===== config.mk =====
export PLATFORM = sky130hd
export DESIGN_NAME = ray_cell_traversal_core_flat
export DESIGN_NICKNAME = d
export VERILOG_FILES = /design/src/rtl/core/rct_pkg.sv /design/src/rtl/core/rct_req_if.sv /design/src/rtl/core/rct_rsp_if.sv /design/src/rtl/core/rct_div.sv /design/src/rtl/core/rct_datapath.sv /design/src/rtl/core/rct_emit.sv /design/src/rtl/core/rct_ctrl.sv /design/src/rtl/core/ray_cell_traversal_core.sv /design/src/flat_wrapper.sv
export VERILOG_INCLUDE_DIRS = /design/src /design/src/rtl/core
export SDC_FILE = /design/constraint.sdc
export NUM_CORES = 2
export LEC_CHECK = 0
export BUFFER_PORTS_ARGS = -buffer_cell sky130_fd_sc_hd__clkbuf_2
export CORE_MARGIN = 5
export CORE_UTILIZATION = 50
export DETAILED_ROUTE_END_ITERATION = 6
export GPL_ROUTABILITY_DRIVEN = 0
export HOLD_SLACK_MARGIN = 0.08
export PLACE_DENSITY = 0.77
export SETUP_SLACK_MARGIN = 0.2
export SYNTH_ARGS = -nofsm -noshare
export SYNTH_HDL_FRONTEND = slang
export SYNTH_HIERARCHICAL = 1
export SYNTH_SLANG_ARGS = --single-unit

===== constraint.sdc =====
create_clock -name clock -period 16.9 [get_ports clock]
set_input_delay 5.07 -clock clock [delete_from_list [all_inputs] [get_ports clock]]
set_output_delay 5.07 -clock clock [all_outputs]
set_load 0.01 [all_outputs]

===== src/rtl/core/ray_cell_traversal_core_defines.svh =====
// assertion macros for the ray cell traversal core
// used by the rtl/core modules that carry concurrent checks
`ifndef RAY_CELL_TRAVERSAL_CORE_DEFINES_SVH
`define RAY_CELL_TRAVERSAL_CORE_DEFINES_SVH
`ifndef SYNTHESIS
`define RCT_ASSERT(lbl, clk, rst, prop) \
   lbl: assert property (@(posedge clk) disable iff (rst) (prop)) \
      else $error("rct assertion failed");
`define RCT_ASSERT_NEXT(lbl, clk, rst, pre, post) \
   lbl: assert property (@(posedge clk) disable iff (rst) (pre) |=> (post)) \
      else $error("rct assertion failed");
`else
`define RCT_ASSERT(lbl, clk, rst, prop)
`define RCT_ASSERT_NEXT(lbl, clk, rst, pre, post)
`endif
`endif


===== src/rtl/core/rct_pkg.sv =====
// shared types and constants of the ray cell traversal core
// no dependencies
package rct_pkg;
   localparam int FINE_W     = 22;
   localparam int CFG_W      = 11;
   localparam int OUT_CELL_W = 12;
   localparam int REM_W      = 11;
   localparam int MUL_A_W    = 12;
   localparam int MUL_B_W    = 16;
   localparam int MUL_P_W    = MUL_A_W + MUL_B_W;
   localparam int ACC_W      = 32;
   localparam int DIV_LANES  = 4;
   localparam logic [CFG_W-1:0] SCALE_RESET = 11'd1000;
   localparam logic [CFG_W-1:0] SCALE_MAX   = 11'd1024;

   typedef enum logic [4:0] {
      OP_NONE, OP_LOAD, OP_DIV, OP_CHECK, OP_MDEN, OP_MINIT, OP_MT, OP_MINC,
      OP_MLAST, OP_FIRST, OP_CHK, OP_INC, OP_LAST, OP_TAIL, OP_COL, OP_FLUSH,
      OP_ERR
   } rct_op_type;

   typedef struct packed {
      rct_op_type op;
      logic       go;
   } rct_cmd_type;

   typedef struct packed {
      logic div_done;
      logic span_err;
      logic same_col;
      logic acc_neg;
      logic acc_zero;
      logic x_last;
      logic y_done;
   } rct_sts_type;
endpackage


===== src/rtl/core/rct_req_if.sv =====
// ray request channel: valid/ready handshake with the two endpoints
// depends on rct_pkg
interface rct_req_if;
   import rct_pkg::*;
   logic              valid;
   logic              ready;
   logic [FINE_W-1:0] start_x_fine;
   logic [FINE_W-1:0] start_y_fine;
   logic [FINE_W-1:0] stop_x_fine;
   logic [FINE_W-1:0] stop_y_fine;
   modport source (output valid, start_x_fine, start_y_fine, stop_x_fine, stop_y_fine,
                   input ready);
   modport sink (input valid, start_x_fine, start_y_fine, stop_x_fine, stop_y_fine,
                 output ready);
endinterface


===== src/rtl/core/rct_rsp_if.sv =====
// cell result channel: valid/ready handshake with one touched cell
// depends on rct_pkg
interface rct_rsp_if;
   import rct_pkg::*;
   logic                  valid;
   logic                  ready;
   logic [OUT_CELL_W-1:0] cell_x;
   logic [OUT_CELL_W-1:0] cell_y;
   logic                  is_last;
   logic                  span_error;
   modport source (output valid, cell_x, cell_y, is_last, span_error, input ready);
   modport sink (input valid, cell_x, cell_y, is_last, span_error, output ready);
endinterface


===== src/rtl/core/rct_div.sv =====
// four-lane restoring divider, one quotient bit per lane per cycle
// depends on rct_pkg
module rct_div (
   input  logic                               clock,
   input  logic                               reset,
   input  logic                               start,
   input  logic [rct_pkg::FINE_W-1:0]         dividend [rct_pkg::DIV_LANES],
   input  logic [rct_pkg::CFG_W-1:0]          divisor,
   output logic [rct_pkg::FINE_W-1:0]         quot [rct_pkg::DIV_LANES],
   output logic [rct_pkg::REM_W-1:0]          rem [rct_pkg::DIV_LANES],
   output logic                               done
);
   import rct_pkg::*;
   localparam int CNT_W = $clog2(FINE_W + 1);

   logic [FINE_W-1:0] dvd_ff [DIV_LANES];
   logic [FINE_W-1:0] dvd_in [DIV_LANES];
   logic [REM_W-1:0]  rem_ff [DIV_LANES];
   logic [REM_W-1:0]  rem_in [DIV_LANES];
   logic [CNT_W-1:0]  cnt_ff, cnt_in;
   logic [REM_W:0]    trial [DIV_LANES];
   logic              fits  [DIV_LANES];

   always_comb begin
      for (int i = 0; i < DIV_LANES; i++) begin
         trial[i]  = {rem_ff[i], dvd_ff[i][FINE_W-1]};
         fits[i]   = trial[i] >= {1'b0, divisor};
         dvd_in[i] = dvd_ff[i];
         rem_in[i] = rem_ff[i];
         if (start) begin
            dvd_in[i] = dividend[i];
            rem_in[i] = '0;
         end else if (cnt_ff != '0) begin
            dvd_in[i] = {dvd_ff[i][FINE_W-2:0], fits[i]};
            rem_in[i] = fits[i] ? REM_W'(trial[i] - {1'b0, divisor}) : trial[i][REM_W-1:0];
         end
      end
      if (start) begin
         cnt_in = CNT_W'(FINE_W);
      end else if (cnt_ff != '0) begin
         cnt_in = cnt_ff - 1'b1;
      end else begin
         cnt_in = cnt_ff;
      end
   end

   always_ff @(posedge clock) begin
      if (reset) begin
         cnt_ff <= '0;
      end else begin
         cnt_ff <= cnt_in;
      end
      dvd_ff <= dvd_in;
      rem_ff <= rem_in;
   end

   assign quot = dvd_ff;
   assign rem  = rem_ff;
   assign done = (cnt_ff == '0);
endmodule


===== src/rtl/core/rct_datapath.sv =====
// traversal datapath: endpoint registers, divider, shared multiplier,
// accumulator and cell cursor; depends on rct_pkg and rct_div
module rct_datapath #(
   parameter int GRID_CELLS     = 4096,
   parameter int MAX_SPAN_CELLS = 31,
   parameter int CELL_W         = 13
) (
   input  logic                        clock,
   input  logic                        reset,
   input  rct_pkg::rct_cmd_type        cmd,
   input  logic                        csr_we,
   input  logic [rct_pkg::CFG_W-1:0]   csr_wdata,
   input  logic [rct_pkg::FINE_W-1:0]  start_x_fine,
   input  logic [rct_pkg::FINE_W-1:0]  start_y_fine,
   input  logic [rct_pkg::FINE_W-1:0]  stop_x_fine,
   input  logic [rct_pkg::FINE_W-1:0]  stop_y_fine,
   output rct_pkg::rct_sts_type        sts,
   output logic                        cand_valid,
   output logic [CELL_W-1:0]           cand_x,
   output logic [CELL_W-1:0]           cand_y
);
   import rct_pkg::*;

   logic [CFG_W-1:0]  scale_ff, scale;
   logic [FINE_W-1:0] x0_ff, y0_ff, x1_ff, y1_ff;
   logic [FINE_W-1:0] dvd [DIV_LANES];
   logic [FINE_W-1:0] quot [DIV_LANES];
   logic [REM_W-1:0]  rem [DIV_LANES];
   logic              swap, div_done;

   logic signed [ACC_W-1:0] den_ff, init_ff, t_ff, inc_ff, last_ff, acc_ff, acc_in;
   logic [CELL_W-1:0] curx_ff, curx_in, cury_ff, cury_in, yhi_ff, yhi_in, cex_ff, cex_in;
   logic [CELL_W-1:0] ynext, ylo;

   logic [MUL_A_W-1:0] mul_a;
   logic [MUL_B_W-1:0] mul_b;
   logic [MUL_P_W-1:0] prod;
   logic signed [ACC_W-1:0] prod_s;

   logic [MUL_B_W-1:0] dx, absdy;
   logic               up;
   logic [MUL_A_W-1:0] s2, fp, lp, ip;
   logic [FINE_W-1:0]  spx, spy, qylo, qyhi;
   logic               over_grid;

   always_comb begin
      priority if (scale_ff == '0) begin
         scale = CFG_W'(1);
      end else if (scale_ff > SCALE_MAX) begin
         scale = SCALE_MAX;
      end else begin
         scale = scale_ff;
      end
   end

   // order the endpoints by x before dividing
   assign swap   = start_x_fine > stop_x_fine;
   assign dvd[0] = swap ? stop_x_fine  : start_x_fine;
   assign dvd[1] = swap ? stop_y_fine  : start_y_fine;
   assign dvd[2] = swap ? start_x_fine : stop_x_fine;
   assign dvd[3] = swap ? start_y_fine : stop_y_fine;

   rct_div u_div (
      .clock    (clock),
      .reset    (reset),
      .start    (cmd.go && cmd.op == OP_LOAD),
      .dividend (dvd),
      .divisor  (scale),
      .quot     (quot),
      .rem      (rem),
      .done     (div_done)
   );

   assign dx    = MUL_B_W'(x1_ff - x0_ff);
   assign up    = y1_ff > y0_ff;
   assign absdy = MUL_B_W'(up ? y1_ff - y0_ff : y0_ff - y1_ff);
   assign s2    = {scale, 1'b0};
   assign fp    = s2 - {rem[0], 1'b0} - MUL_A_W'(1);
   assign lp    = {rem[2], 1'b1};
   assign ip    = {rem[1], 1'b1};

   assign spx       = quot[2] - quot[0];
   assign spy       = (quot[1] > quot[3]) ? quot[1] - quot[3] : quot[3] - quot[1];
   assign qylo      = (quot[1] < quot[3]) ? quot[1] : quot[3];
   assign qyhi      = (quot[1] < quot[3]) ? quot[3] : quot[1];
   assign over_grid = ({1'b0, quot[0]} >= (FINE_W+1)'(GRID_CELLS))
                    || ({1'b0, quot[1]} >= (FINE_W+1)'(GRID_CELLS))
                    || ({1'b0, quot[2]} >= (FINE_W+1)'(GRID_CELLS))
                    || ({1'b0, quot[3]} >= (FINE_W+1)'(GRID_CELLS));

   // one shared multiplier, operands chosen by the setup step
   always_comb begin
      unique case (cmd.op)
         OP_MDEN:  begin mul_a = {1'b0, scale}; mul_b = dx;    end
         OP_MINIT: begin mul_a = ip;            mul_b = dx;    end
         OP_MT:    begin mul_a = fp;            mul_b = absdy; end
         OP_MINC:  begin mul_a = s2;            mul_b = absdy; end
         OP_MLAST: begin mul_a = lp;            mul_b = absdy; end
         default:  begin mul_a = '0;            mul_b = '0;    end
      endcase
   end
   assign prod   = mul_a * mul_b;
   assign prod_s = ACC_W'(prod);

   assign ynext = up ? cury_ff + 1'b1 : cury_ff - 1'b1;
   assign ylo   = CELL_W'(qylo);

   always_comb begin
      acc_in  = acc_ff;
      curx_in = curx_ff;
      cury_in = cury_ff;
      yhi_in  = yhi_ff;
      cex_in  = cex_ff;
      cand_valid = 1'b0;
      cand_x  = curx_ff;
      cand_y  = cury_ff;
      unique case (cmd.op)
         OP_CHECK: begin
            curx_in = CELL_W'(quot[0]);
            cury_in = (quot[0] == quot[2]) ? ylo : CELL_W'(quot[1]);
            yhi_in  = CELL_W'(qyhi);
            cex_in  = CELL_W'(quot[2]);
         end
         OP_MINC: begin
            acc_in = up ? den_ff - init_ff - t_ff : init_ff - t_ff;
         end
         OP_FIRST: begin
            cand_valid = 1'b1;
         end
         OP_CHK, OP_TAIL: begin
            if (acc_ff < 0) begin
               cand_valid = 1'b1;
               cand_y  = ynext;
               acc_in  = acc_ff + den_ff;
               cury_in = ynext;
            end else if (cmd.op == OP_CHK) begin
               curx_in = curx_ff + 1'b1;
               if (acc_ff == 0) begin
                  acc_in  = acc_ff + den_ff;
                  cury_in = ynext;
               end
            end
         end
         OP_INC: begin
            cand_valid = 1'b1;
            acc_in = acc_ff + inc_ff;
         end
         OP_LAST: begin
            cand_valid = 1'b1;
            acc_in = acc_ff + last_ff;
         end
         OP_COL: begin
            cand_valid = 1'b1;
            cury_in = cury_ff + 1'b1;
         end
         default: begin
         end
      endcase
   end

   always_ff @(posedge clock) begin
      if (reset) begin
         scale_ff <= SCALE_RESET;
      end else if (csr_we) begin
         scale_ff <= csr_wdata;
      end
      if (cmd.go) begin
         if (cmd.op == OP_LOAD) begin
            x0_ff <= dvd[0];
            y0_ff <= dvd[1];
            x1_ff <= dvd[2];
            y1_ff <= dvd[3];
         end
         if (cmd.op == OP_MDEN)  den_ff  <= prod_s <<< 1;
         if (cmd.op == OP_MINIT) init_ff <= prod_s;
         if (cmd.op == OP_MT)    t_ff    <= prod_s;
         if (cmd.op == OP_MINC)  inc_ff  <= -prod_s;
         if (cmd.op == OP_MLAST) last_ff <= -prod_s;
         acc_ff  <= acc_in;
         curx_ff <= curx_in;
         cury_ff <= cury_in;
         yhi_ff  <= yhi_in;
         cex_ff  <= cex_in;
      end
   end

   assign sts.div_done = div_done;
   assign sts.span_err = (spx > FINE_W'(MAX_SPAN_CELLS)) || (spy > FINE_W'(MAX_SPAN_CELLS))
                       || over_grid;
   assign sts.same_col = quot[0] == quot[2];
   assign sts.acc_neg  = acc_ff < 0;
   assign sts.acc_zero = acc_ff == 0;
   assign sts.x_last   = ({1'b0, curx_ff} + 1'b1) >= {1'b0, cex_ff};
   assign sts.y_done   = cury_ff == yhi_ff;
endmodule


===== src/rtl/core/rct_emit.sv =====
// result stage: drops repeated cells, holds one cell back to mark the last
// one, and drives the result channel; depends on rct_pkg, rct_rsp_if and the defines header
`include "ray_cell_traversal_core_defines.svh"
module rct_emit #(
   parameter int CELL_W = 13
) (
   input  logic                 clock,
   input  logic                 reset,
   input  rct_pkg::rct_cmd_type cmd,
   input  logic                 cand_valid,
   input  logic [CELL_W-1:0]    cand_x,
   input  logic [CELL_W-1:0]    cand_y,
   output logic                 stall,
   rct_rsp_if.source            rsp
);
   import rct_pkg::*;

   logic                  pend_valid_ff, pend_valid_in;
   logic [CELL_W-1:0]     pend_x_ff, pend_y_ff;
   logic                  out_valid_ff, out_valid_in;
   logic [OUT_CELL_W-1:0] out_x_ff, out_y_ff;
   logic                  out_last_ff, out_err_ff;
   logic                  out_free, push, flush, err, load;

   assign flush    = cmd.op == OP_FLUSH;
   assign err      = cmd.op == OP_ERR;
   assign out_free = !out_valid_ff || rsp.ready;
   assign push     = cand_valid && (!pend_valid_ff || cand_x != pend_x_ff
                                    || cand_y != pend_y_ff);
   assign stall    = ((push && pend_valid_ff) || flush || err) && !out_free;
   assign load     = !stall && ((push && pend_valid_ff) || flush || err);

   always_comb begin
      pend_valid_in = pend_valid_ff;
      if (!stall && push) begin
         pend_valid_in = 1'b1;
      end else if (!stall && flush) begin
         pend_valid_in = 1'b0;
      end
      out_valid_in = (out_valid_ff && !rsp.ready) || load;
   end

   always_ff @(posedge clock) begin
      if (reset) begin
         pend_valid_ff <= 1'b0;
         out_valid_ff  <= 1'b0;
      end else begin
         pend_valid_ff <= pend_valid_in;
         out_valid_ff  <= out_valid_in;
      end
      if (!stall && push) begin
         pend_x_ff <= cand_x;
         pend_y_ff <= cand_y;
      end
      if (load) begin
         out_x_ff    <= err ? '0 : OUT_CELL_W'(FINE_W'(pend_x_ff));
         out_y_ff    <= err ? '0 : OUT_CELL_W'(FINE_W'(pend_y_ff));
         out_last_ff <= flush || err;
         out_err_ff  <= err;
      end
   end

   assign rsp.valid      = out_valid_ff;
   assign rsp.cell_x     = out_x_ff;
   assign rsp.cell_y     = out_y_ff;
   assign rsp.is_last    = out_last_ff;
   assign rsp.span_error = out_err_ff;

   `RCT_ASSERT(a_flush_has_cell, clock, reset, !flush || pend_valid_ff)
   `RCT_ASSERT(a_err_no_cell, clock, reset, !err || !pend_valid_ff)
   `RCT_ASSERT_NEXT(a_flush_clears, clock, reset, flush && !stall, !pend_valid_ff)
endmodule


===== src/rtl/core/rct_ctrl.sv =====
// traversal controller: one-hot state machine that sequences divide,
// setup multiplies and the cell walk; depends on rct_pkg
module rct_ctrl (
   input  logic                 clock,
   input  logic                 reset,
   input  logic                 req_valid,
   output logic                 req_ready,
   input  rct_pkg::rct_sts_type sts,
   input  logic                 stall,
   output rct_pkg::rct_cmd_type cmd
);
   import rct_pkg::*;

   typedef enum logic [15:0] {
      S_IDLE  = 16'h0001, S_DIV   = 16'h0002, S_CHECK = 16'h0004, S_MDEN  = 16'h0008,
      S_MINIT = 16'h0010, S_MT    = 16'h0020, S_MINC  = 16'h0040, S_MLAST = 16'h0080,
      S_FIRST = 16'h0100, S_CHK   = 16'h0200, S_INC   = 16'h0400, S_LAST  = 16'h0800,
      S_TAIL  = 16'h1000, S_COL   = 16'h2000, S_FLUSH = 16'h4000, S_ERR   = 16'h8000
   } rct_state_type;

   rct_state_type state_ff, state_in;

   assign req_ready = state_ff == S_IDLE;

   always_comb begin
      state_in = state_ff;
      cmd.go   = !stall;
      unique case (state_ff)
         S_IDLE: begin
            cmd.op = OP_LOAD;
            cmd.go = req_valid;
            if (req_valid) state_in = S_DIV;
         end
         S_DIV: begin
            cmd.op = OP_DIV;
            if (sts.div_done) state_in = S_CHECK;
         end
         S_CHECK: begin
            cmd.op = OP_CHECK;
            priority if (sts.span_err) state_in = S_ERR;
            else if (sts.same_col) state_in = S_COL;
            else state_in = S_MDEN;
         end
         S_MDEN:  begin cmd.op = OP_MDEN;  state_in = S_MINIT; end
         S_MINIT: begin cmd.op = OP_MINIT; state_in = S_MT;    end
         S_MT:    begin cmd.op = OP_MT;    state_in = S_MINC;  end
         S_MINC:  begin cmd.op = OP_MINC;  state_in = S_MLAST; end
         S_MLAST: begin cmd.op = OP_MLAST; state_in = S_FIRST; end
         S_FIRST: begin
            cmd.op = OP_FIRST;
            if (!stall) state_in = S_CHK;
         end
         S_CHK: begin
            cmd.op = OP_CHK;
            // leaving the column once the accumulator is non-negative
            if (!sts.acc_neg) state_in = sts.x_last ? S_LAST : S_INC;
         end
         S_INC: begin
            cmd.op = OP_INC;
            if (!stall) state_in = S_CHK;
         end
         S_LAST: begin
            cmd.op = OP_LAST;
            if (!stall) state_in = S_TAIL;
         end
         S_TAIL: begin
            cmd.op = OP_TAIL;
            if (!sts.acc_neg) state_in = S_FLUSH;
         end
         S_COL: begin
            cmd.op = OP_COL;
            if (!stall && sts.y_done) state_in = S_FLUSH;
         end
         S_FLUSH: begin
            cmd.op = OP_FLUSH;
            if (!stall) state_in = S_IDLE;
         end
         S_ERR: begin
            cmd.op = OP_ERR;
            if (!stall) state_in = S_IDLE;
         end
         default: begin
            cmd.op   = OP_NONE;
            state_in = S_IDLE;
         end
      endcase
   end

   always_ff @(posedge clock) begin
      if (reset) begin
         state_ff <= S_IDLE;
      end else begin
         state_ff <= state_in;
      end
   end
endmodule


===== src/rtl/core/ray_cell_traversal_core.sv =====
// ray cell traversal core: lists every grid cell a ray segment touches
// req_chan takes one ray as two endpoints in sub-cell units; rsp_chan
// returns the touched cells in walk order, one item per cell, with
// is_last set on the final cell. A ray whose endpoint cells are more than
// MAX_SPAN_CELLS apart, or that leaves the grid, returns a single item
// with span_error and is_last set and cell 0,0.
// csr_we/csr_wdata write the sub-cell units per cell (0 acts as 1, above
// 1024 as 1024); write it only while no ray is in flight.
// One ray at a time: req_chan.ready is high only between rays. Each ray
// passes an accept step, the four-lane restoring divider, a check step
// and, off a single column, the setup multiplies on the shared multiplier;
// then the walk visits each touched cell and column crossing, closes the
// tail and releases the held last cell.
// The result register holds its item while rsp_chan.ready is low and the
// walk pauses; nothing is dropped. Synchronous reset returns to idle,
// clears the result channel and sets the scale back to 1000.
module ray_cell_traversal_core #(
   parameter int GRID_CELLS     = 4096,
   parameter int MAX_SPAN_CELLS = 31
) (
   input  logic                       clock,
   input  logic                       reset,
   input  logic                       csr_we,
   input  logic [rct_pkg::CFG_W-1:0]  csr_wdata,
   rct_req_if.sink                    req_chan,
   rct_rsp_if.source                  rsp_chan
);
   import rct_pkg::*;
   localparam int CELL_W = $clog2(GRID_CELLS) + 1;

   rct_cmd_type       cmd;
   rct_sts_type       sts;
   logic              stall, cand_valid;
   logic [CELL_W-1:0] cand_x, cand_y;

   rct_ctrl u_ctrl (
      .clock     (clock),
      .reset     (reset),
      .req_valid (req_chan.valid),
      .req_ready (req_chan.ready),
      .sts       (sts),
      .stall     (stall),
      .cmd       (cmd)
   );

   rct_datapath #(
      .GRID_CELLS     (GRID_CELLS),
      .MAX_SPAN_CELLS (MAX_SPAN_CELLS),
      .CELL_W         (CELL_W)
   ) u_dp (
      .clock        (clock),
      .reset        (reset),
      .cmd          (cmd),
      .csr_we       (csr_we),
      .csr_wdata    (csr_wdata),
      .start_x_fine (req_chan.start_x_fine),
      .start_y_fine (req_chan.start_y_fine),
      .stop_x_fine  (req_chan.stop_x_fine),
      .stop_y_fine  (req_chan.stop_y_fine),
      .sts          (sts),
      .cand_valid   (cand_valid),
      .cand_x       (cand_x),
      .cand_y       (cand_y)
   );

   rct_emit #(
      .CELL_W (CELL_W)
   ) u_emit (
      .clock      (clock),
      .reset      (reset),
      .cmd        (cmd),
      .cand_valid (cand_valid),
      .cand_x     (cand_x),
      .cand_y     (cand_y),
      .stall      (stall),
      .rsp        (rsp_chan)
   );
endmodule

===== src/flat_wrapper.sv =====
// flat-port wrapper written by rule: the top's interface ports become plain ports
module ray_cell_traversal_core_flat import rct_pkg::*;
#(
   parameter int GRID_CELLS     = 4096,
   parameter int MAX_SPAN_CELLS = 31
)
  (clock, reset, csr_we, csr_wdata, req_chan_valid, req_chan_start_x_fine, req_chan_start_y_fine, req_chan_stop_x_fine, req_chan_stop_y_fine, req_chan_ready, rsp_chan_valid, rsp_chan_cell_x, rsp_chan_cell_y, rsp_chan_is_last, rsp_chan_span_error, rsp_chan_ready);
  rct_req_if req_chan_i ();
  rct_rsp_if rsp_chan_i ();
  input  logic clock;
  input  logic reset;
  input  logic csr_we;
  input  logic [rct_pkg::CFG_W-1:0] csr_wdata;
  input wire logic [$bits(req_chan_i.valid)-1:0] req_chan_valid;
  input wire logic [$bits(req_chan_i.start_x_fine)-1:0] req_chan_start_x_fine;
  input wire logic [$bits(req_chan_i.start_y_fine)-1:0] req_chan_start_y_fine;
  input wire logic [$bits(req_chan_i.stop_x_fine)-1:0] req_chan_stop_x_fine;
  input wire logic [$bits(req_chan_i.stop_y_fine)-1:0] req_chan_stop_y_fine;
  output wire logic [$bits(req_chan_i.ready)-1:0] req_chan_ready;
  output wire logic [$bits(rsp_chan_i.valid)-1:0] rsp_chan_valid;
  output wire logic [$bits(rsp_chan_i.cell_x)-1:0] rsp_chan_cell_x;
  output wire logic [$bits(rsp_chan_i.cell_y)-1:0] rsp_chan_cell_y;
  output wire logic [$bits(rsp_chan_i.is_last)-1:0] rsp_chan_is_last;
  output wire logic [$bits(rsp_chan_i.span_error)-1:0] rsp_chan_span_error;
  input wire logic [$bits(rsp_chan_i.ready)-1:0] rsp_chan_ready;
  assign req_chan_i.valid = req_chan_valid;
  assign req_chan_i.start_x_fine = req_chan_start_x_fine;
  assign req_chan_i.start_y_fine = req_chan_start_y_fine;
  assign req_chan_i.stop_x_fine = req_chan_stop_x_fine;
  assign req_chan_i.stop_y_fine = req_chan_stop_y_fine;
  assign req_chan_ready = req_chan_i.ready;
  assign rsp_chan_valid = rsp_chan_i.valid;
  assign rsp_chan_cell_x = rsp_chan_i.cell_x;
  assign rsp_chan_cell_y = rsp_chan_i.cell_y;
  assign rsp_chan_is_last = rsp_chan_i.is_last;
  assign rsp_chan_span_error = rsp_chan_i.span_error;
  assign rsp_chan_i.ready = rsp_chan_ready;
  ray_cell_traversal_core #(.GRID_CELLS(GRID_CELLS), .MAX_SPAN_CELLS(MAX_SPAN_CELLS)) u_core (.clock(clock), .reset(reset), .csr_we(csr_we), .csr_wdata(csr_wdata), .req_chan(req_chan_i), .rsp_chan(rsp_chan_i));
endmodule

# Yosys cells after proc, flatten, opt, wreduce, memory -nomap -nowiden
# Index checks and enable logic that the tools add are counted.
[totals]
reg_bits = 526
latch_bits = 0
mem_bits_rw = 0
rom_bits = 0
memories = 0
[op_classes]
addsub = 24
multipliers = 1
div_mod_pow = 0
n_lt_le_gt_ge = 17
eq_ne = 47
shifts = 0
mux = 60
bitwise_logic = 0
reduce_logical = 53
[ops]
columns = ["cell", "n"]
rows = [
  ["22-bit 2-to-1 mux", 13],
  ["16-bit one-hot mux with 14 select lines", 1],
  ["16-bit 2-to-1 mux", 10],
  ["13-bit 2-to-1 mux", 11],
  ["32-bit 2-to-1 mux", 4],
  ["32-bit one-hot mux with 4 select lines", 1],
  ["22-bit by 13-bit >= comparator with 1-bit output, second input constant", 4],
  ["5-bit one-hot mux with 16 select lines", 1],
  ["22-bit > comparator", 3],
  ["11-bit 2-to-1 mux", 6],
  ["22-bit subtractor", 3],
  ["32-bit adder", 2],
  ["12-bit one-hot mux with 5 select lines", 1],
  ["12-bit by 11-bit >= comparator with 1-bit output", 4],
  ["16-bit subtractor", 3],
  ["22-bit by 5-bit > comparator with 1-bit output, second input constant", 2],
  ["11-bit subtractor", 4],
  ["5-bit by 4-bit == test with 1-bit output, second input constant", 8],
  ["13-bit one-hot mux with 3 select lines", 1],
  ["32-bit by 30-bit adder with 32-bit output", 1],
  ["32-bit zero test", 1],
  ["32-bit by 1-bit less-than comparator with 1-bit output, second input constant", 1],
  ["28-bit negator with 32-bit output", 1],
  ["16-bit one-hot mux with 2 select lines", 1],
  ["60 further kinds", 115],
]

# Logic depth before layout (Yosys ltp)
[logic_depth]
ltp_word = 16
ltp_mapped = 39
ltp_nobuf = 36

# By module
# The synthesis kept the hierarchy.
[modules_own_cells]
columns = ["mod", "instances", "cells_each", "area_each_um2", "seq_area_each_um2"]
rows = [
  ["rct_datapath", 1, 4250, 36422.4, 9469.1],
  ["rct_div", 1, 729, 7943.9, 3623.5],
  ["rct_emit", 1, 138, 2207.1, 1601.5],
  ["rct_ctrl", 1, 160, 1322.5, 320.3],
]

# Worst setup path before layout
# OpenSTA, ideal clock, no wires.
[synth_timing]
path_type = "input to register"
from = "input rsp_chan_ready"
to = "register u_core.u_dp.u_div.dvd_ff (netlist bit u_core/u_dp/u_div/quot[0]), enable pin"
t_arrival_ps = 13870
t_required_ps = 16458
slack_ps = 2588
path_stages = 10
path_cell_list = "nor2b_1 > o21ai_0 > a21oi_1 > o21ai_0 > nand2_1 > nor3_1 > buf_2 > nor2_2 > buf_2 > inv_1"
[synth_lines]
columns = ["item", "line_no", "rtl"]
rows = [
  ["start: declaration", "flat_wrapper.sv:25", "input wire logic [$bits(rsp_chan_i.ready)-1:0] rsp_chan_ready;"],
  ["end signal: assignment", "rct_div.sv:53", "dvd_ff <= dvd_in;"],
  ["end: declaration", "rct_div.sv:16", "logic [FINE_W-1:0] dvd_ff [DIV_LANES];"],
]

# Worst setup path in the final report
[layout_timing]
from = "register u_core.u_dp.y1_ff[0]"
to = "register u_core.u_dp.last_ff[27] (data pin)"
[layout_via]
elab_chain_cells = 5
elab_cells_between_ends = 7
[layout_rtl]
columns = ["item", "line_no", "rtl"]
rows = [
  ["start: declaration", "rct_datapath.sv:25", "logic [FINE_W-1:0] x0_ff, y0_ff, x1_ff, y1_ff;"],
  ["start signal: assignment", "rct_datapath.sv:172", "y1_ff <= dvd[3];"],
  ["22-bit > comparator or 16-bit subtractor (tied branches)", "rct_datapath.sv:75, rct_datapath.sv:76", ""],
  ["16-bit 2-to-1 mux (*)", "rct_datapath.sv:76", "assign absdy = MUL_B_W'(up ? y1_ff - y0_ff : y0_ff - y1_ff);"],
  ["16-bit one-hot mux with 2 select lines (*)", "rct_datapath.sv:93", "unique case (cmd.op)"],
  ["12-bit by 16-bit multiplier with 28-bit output (*)", "rct_datapath.sv:102", "assign prod = mul_a * mul_b;"],
  ["via u_core.u_dp.prod[11]", "rct_datapath.sv:37", "logic [MUL_P_W-1:0] prod;"],
  ["28-bit negator with 32-bit output (*)", "rct_datapath.sv:178", "if (cmd.op == OP_MLAST) last_ff <= -prod_s;"],
  ["end signal: assignment", "rct_datapath.sv:178", ""],
  ["end: declaration", "rct_datapath.sv:31", "logic signed [ACC_W-1:0] den_ff, init_ff, t_ff, inc_ff, last_ff, acc_ff, acc_in;"],
]
# The timed path passes the listed nets; every way through them passes the cells marked *.
# A chain may end at the register's enable or synchronous reset.

==> key figures <==
Min path
  – Hold endpoint: u_core/u_dp/u_div/cnt_ff[4]
  – Hold path depth: 2
  – Worst hold start: u_core/u_dp/u_div/cnt_ff[4]
  – Worst Hold Class: register to register

STA
  – Max frequency: 91.56 MHz
  – Slew HR: between 10% and 20%
  – Max-slew violations: 0
  – Period Utilization, post-route: 64.62%
  – Clock Skew: approximately 0.025 ns
  – Tightest Pin Transition: ~1.3 ns
  – Setup tns final: 0 ns
  – Fin crit period: 10.92 ns
  – Final Hold Fails: 0
  – Final setup fails: 0
  – Unrepaired setup endpoints after global routing: no

Finish
  – Layout area overhead: 8.054%
  – Share of layout cells above drive strength 1: under 10%
  – Multi-input gate area in the final layout: 29,860 um^2
  – FILL cells: between 8,000 and 9,000
  – Finished Layout Cells: 6,620
  – Post-layout net count: around 6,000
  – Register area: around 15,000 um^2

Global route
  – Largest net degree at the start of global routing: ~130
  – Vias in the first global route: roughly 39,000
  – Total grt overflow: 0
  – Initial antenna violation count: 4
  – Total GRT Usage: approximately a quarter
  – First-pass GRT wire length: 212,800 um

Power and ir drop
  – Pwr/cell area: approximately 120 nW/um^2
  – P_leak: between 20 and 25 nW
  – VDD IR-drop max: between 0.15 and 0.2 mV

Drt
  – Vias: 41,135
  – Vias/cell: about 6.2
  – Drt initial violations: 4,447
  – Drt wl/cell: about 21 um
  – DRC: 0
  – TritonRoute pass-1 iters: 5
  – Antenna Nets Post-Route: 0
  – DRT Wirelength: between 100,000 and 150,000 um

Run status
  – Run status: completed

Floorplan
  – DIE HEIGHT: ~320 um
  – I/O pin count: ~130
  – # rows: between 100 and 150
  – Die area: approximately 100,000 um^2
  – Die width: roughly 320 um
  – Initial core utilization: between 50% and 60%
  – Core region area: roughly 95,000 um^2

Yosys
  – Post-Synth XOR/XNOR Area: 5.611%
  – #FFs+latches synth: ~530
  – Most common library cells after synthesis: inv_1, edfxtp_1, ha_1
  – Netlist Area Pre-Place: between 40,000 and 50,000 um^2
  – Most used DFF post-synth: edfxtp_1
  – Synth cell types: around 120
  – Syn. warnings: 6
  – Synth Area in Simple Gates: 15.92%
  – Top cell type's share of synthesized area: 28.09%
  – Async set-or-reset flop fraction in the synthesized netlist: 0%
  – Mux contribution to synthesized area: ~3.9%
  – Post-synth top area cell: edfxtp_1
  – Register area share after synthesis: a little under a third
  – Syn avg cell area: roughly 9 um^2
  – Mapped Cells: roughly 5,300
  – Number of synthesized flops with an enable pin: between 400 and 500
  – Post-synthesis compound-gate area fraction: 19.27%
  – Largest family of logic cells by synthesized area: compound AO/OA/AOI/OAI gates
  – Top cells by area, synth: edfxtp_1, ha_1, fa_1, inv_1, xnor2_1
  – Count leader, synth: inv_1
  – Fraction of the mapped netlist area in adder cells: between 10% and 20%
  – Post-Syn Nets: between 5,000 and 6,000

Run
  – # Max-Cap Violations: 0

Critical path
  – Startpoint types: register
  – Capturing point of the worst reg2reg path: u_core/u_dp/last_ff[27]
  – Data required time of the worst path: 17.28 ns
  – Setup crit start: u_core/u_dp/y1_ff[0]
  – Worst reg2reg startpoint: u_core/u_dp/y1_ff[0]
  – Critical path class: register to register
  – Endpoint class of the critical path: register
  – Most frequent CP cell: fa_1
  – Worst-path fanout max: 42
  – Critical path data arrival time: 11.30 ns
  – R2R depth: 32
  – Worst path max stage delay: a little under 1 ns
  – Worst path slowest cell: o22ai_1
  – FF-to-FF setup slack: around 6.0 ns

Clocking
  – Number of H-tree levels: 2
  – Num CTS Buffers: 58
  – Clock tree buffer depth: 3
  – Clk_lat worst skew: 0.65 ns
  – Cts hold-fix bufs: 0
  – Clock tree sinks: between 500 and 600
  – CTS root buf: clkbuf_16
  – Post_cts resized: 0
  – CTS tree: done
  – Clk slew on worst S/H paths: about 0.060 ns
  – Post-CTS Repair Setup Buffers: 0

Place
  – Cell count after placement: 6,508
  – HPWL after DPL: about 100,000 um
  – Buffers on Ports: roughly 130
layer usage:
metal	track usage, %	vias up	wire length [um]
li1	-	19130	-
met4	9.672	0	5975
met1	33.53	19747	55730
met3	3.617	339	11180
met5	0	-	0
met2	42.68	1919	63460
power by group:
group          internal (mW)  switching (mW)  leakage (nW)
logic                   1.18            1.93          16.3
registers               1.74           0.231          4.80
clock network          0.803           0.563          1.01
total                   3.72            2.72          22.1
stage by stage:
stage               hold WS (ns)  instance area, um^2  setup WS, ns  util (%)  total power, mW
CTS                       0.4827                51740         6.131     54.46            6.368
finish                    0.4771                51750         5.979     54.47            6.441
floorplan                 0.4453                47900         2.588         -            4.196
detailed placement        0.4691                49690         6.203     52.30            4.983
global placement          0.4588                49680         6.302     52.29            4.898
global route              0.5051                51750         5.403     54.46            6.781
registers in the layout, summed over array words and instances, names as in the netlist, 28 cells and up:
name and cells:
u_core/u_dp/t_ff 28, u_core/u_dp/acc_ff 32, u_core/u_dp/u_div/rem 44, u_core/u_dp/u_div/quot 88, u_core/u_dp/last_ff 32, u_core/u_dp/den_ff 28
u_core/u_dp/init_ff 28, u_core/u_dp/inc_ff 32
cells by family (layout without fill, tap and decap cells):
logic type,after synthesis,count (layout)
flip-flops,526,526
other,0,4
adder cells (fa/ha/maj),574,574
AND/OR/NAND/NOR,1527,1527
AO/OA/AOI/OAI,1372,1372
XOR/XNOR,306,306
multiplexers,169,169
buffers and inverters,803,877
worst max path at each step:
stage,slack (ns),depth (start not counted),endpoint
after CTS,6.13,33,u_core/u_dp/last_ff[27]
after floorplan,2.59,10,u_core/u_dp/u_div/quot[0]
after global placement,6.30,31,u_core/u_dp/inc_ff[31]
after global routing,5.40,34,u_core/u_dp/last_ff[27]
final,5.98,32,u_core/u_dp/last_ff[27]
after detailed placement,6.20,33,u_core/u_dp/last_ff[27]
worst max-delay path, delay by kind of cell, from the launching register on:
kind                       cells  cell delay, ns
AOI/OAI and AO/OA              6            2.35
adders and majority gates      8            3.37
buffers and inverters          6            0.81
DFF                            1            0.39
and+or+nand+nor                9            3.14
xor gates and xnor gates       3            0.54
placed cells by master (no fill, tap or decap), types with 38 or more instances in the layout:
master	Yosys	routed
inv_1	593	592
edfxtp_1	448	448
ha_1	417	417
nand2_1	410	410
nor2_1	409	405
a21oi_1	316	314
o21ai_0	226	225
xnor2_1	189	189
fa_1	156	156
clkbuf_2	2	131
mux2_2	129	129
xor2_1	116	116
o22ai_1	111	111
a21o_1	102	102
a221oi_1	102	102
nand3_1	101	101
nor2b_1	88	88
nor3_1	89	84
dfxtp_1	78	78
nand2b_1	64	63
nand4_1	62	62
clkbuf_16	0	60
o21a_1	58	58
a31oi_1	55	55
and2_1	53	53
nor4_1	52	50
buf_4	6	42
a211oi_1	42	41
mux2i_1	40	40
o211ai_1	38	38
and3_1	38	38
area by class of cell:
| type | count | share of cell area, % |
|---|---|---|
| clock buffers | 67 | 3.010 |
| flip-flops and latches | 526 | 29.01 |
| diodes | 4 | 0.01934 |
| well taps | 1265 | 3.058 |
| inverters | 594 | 4.313 |
| clock inverters | 41 | 0.9598 |
| repair buffers | 175 | 1.924 |
| multi-input cells | 3948 | 57.70 |
(Power assumes the default switching activity.)
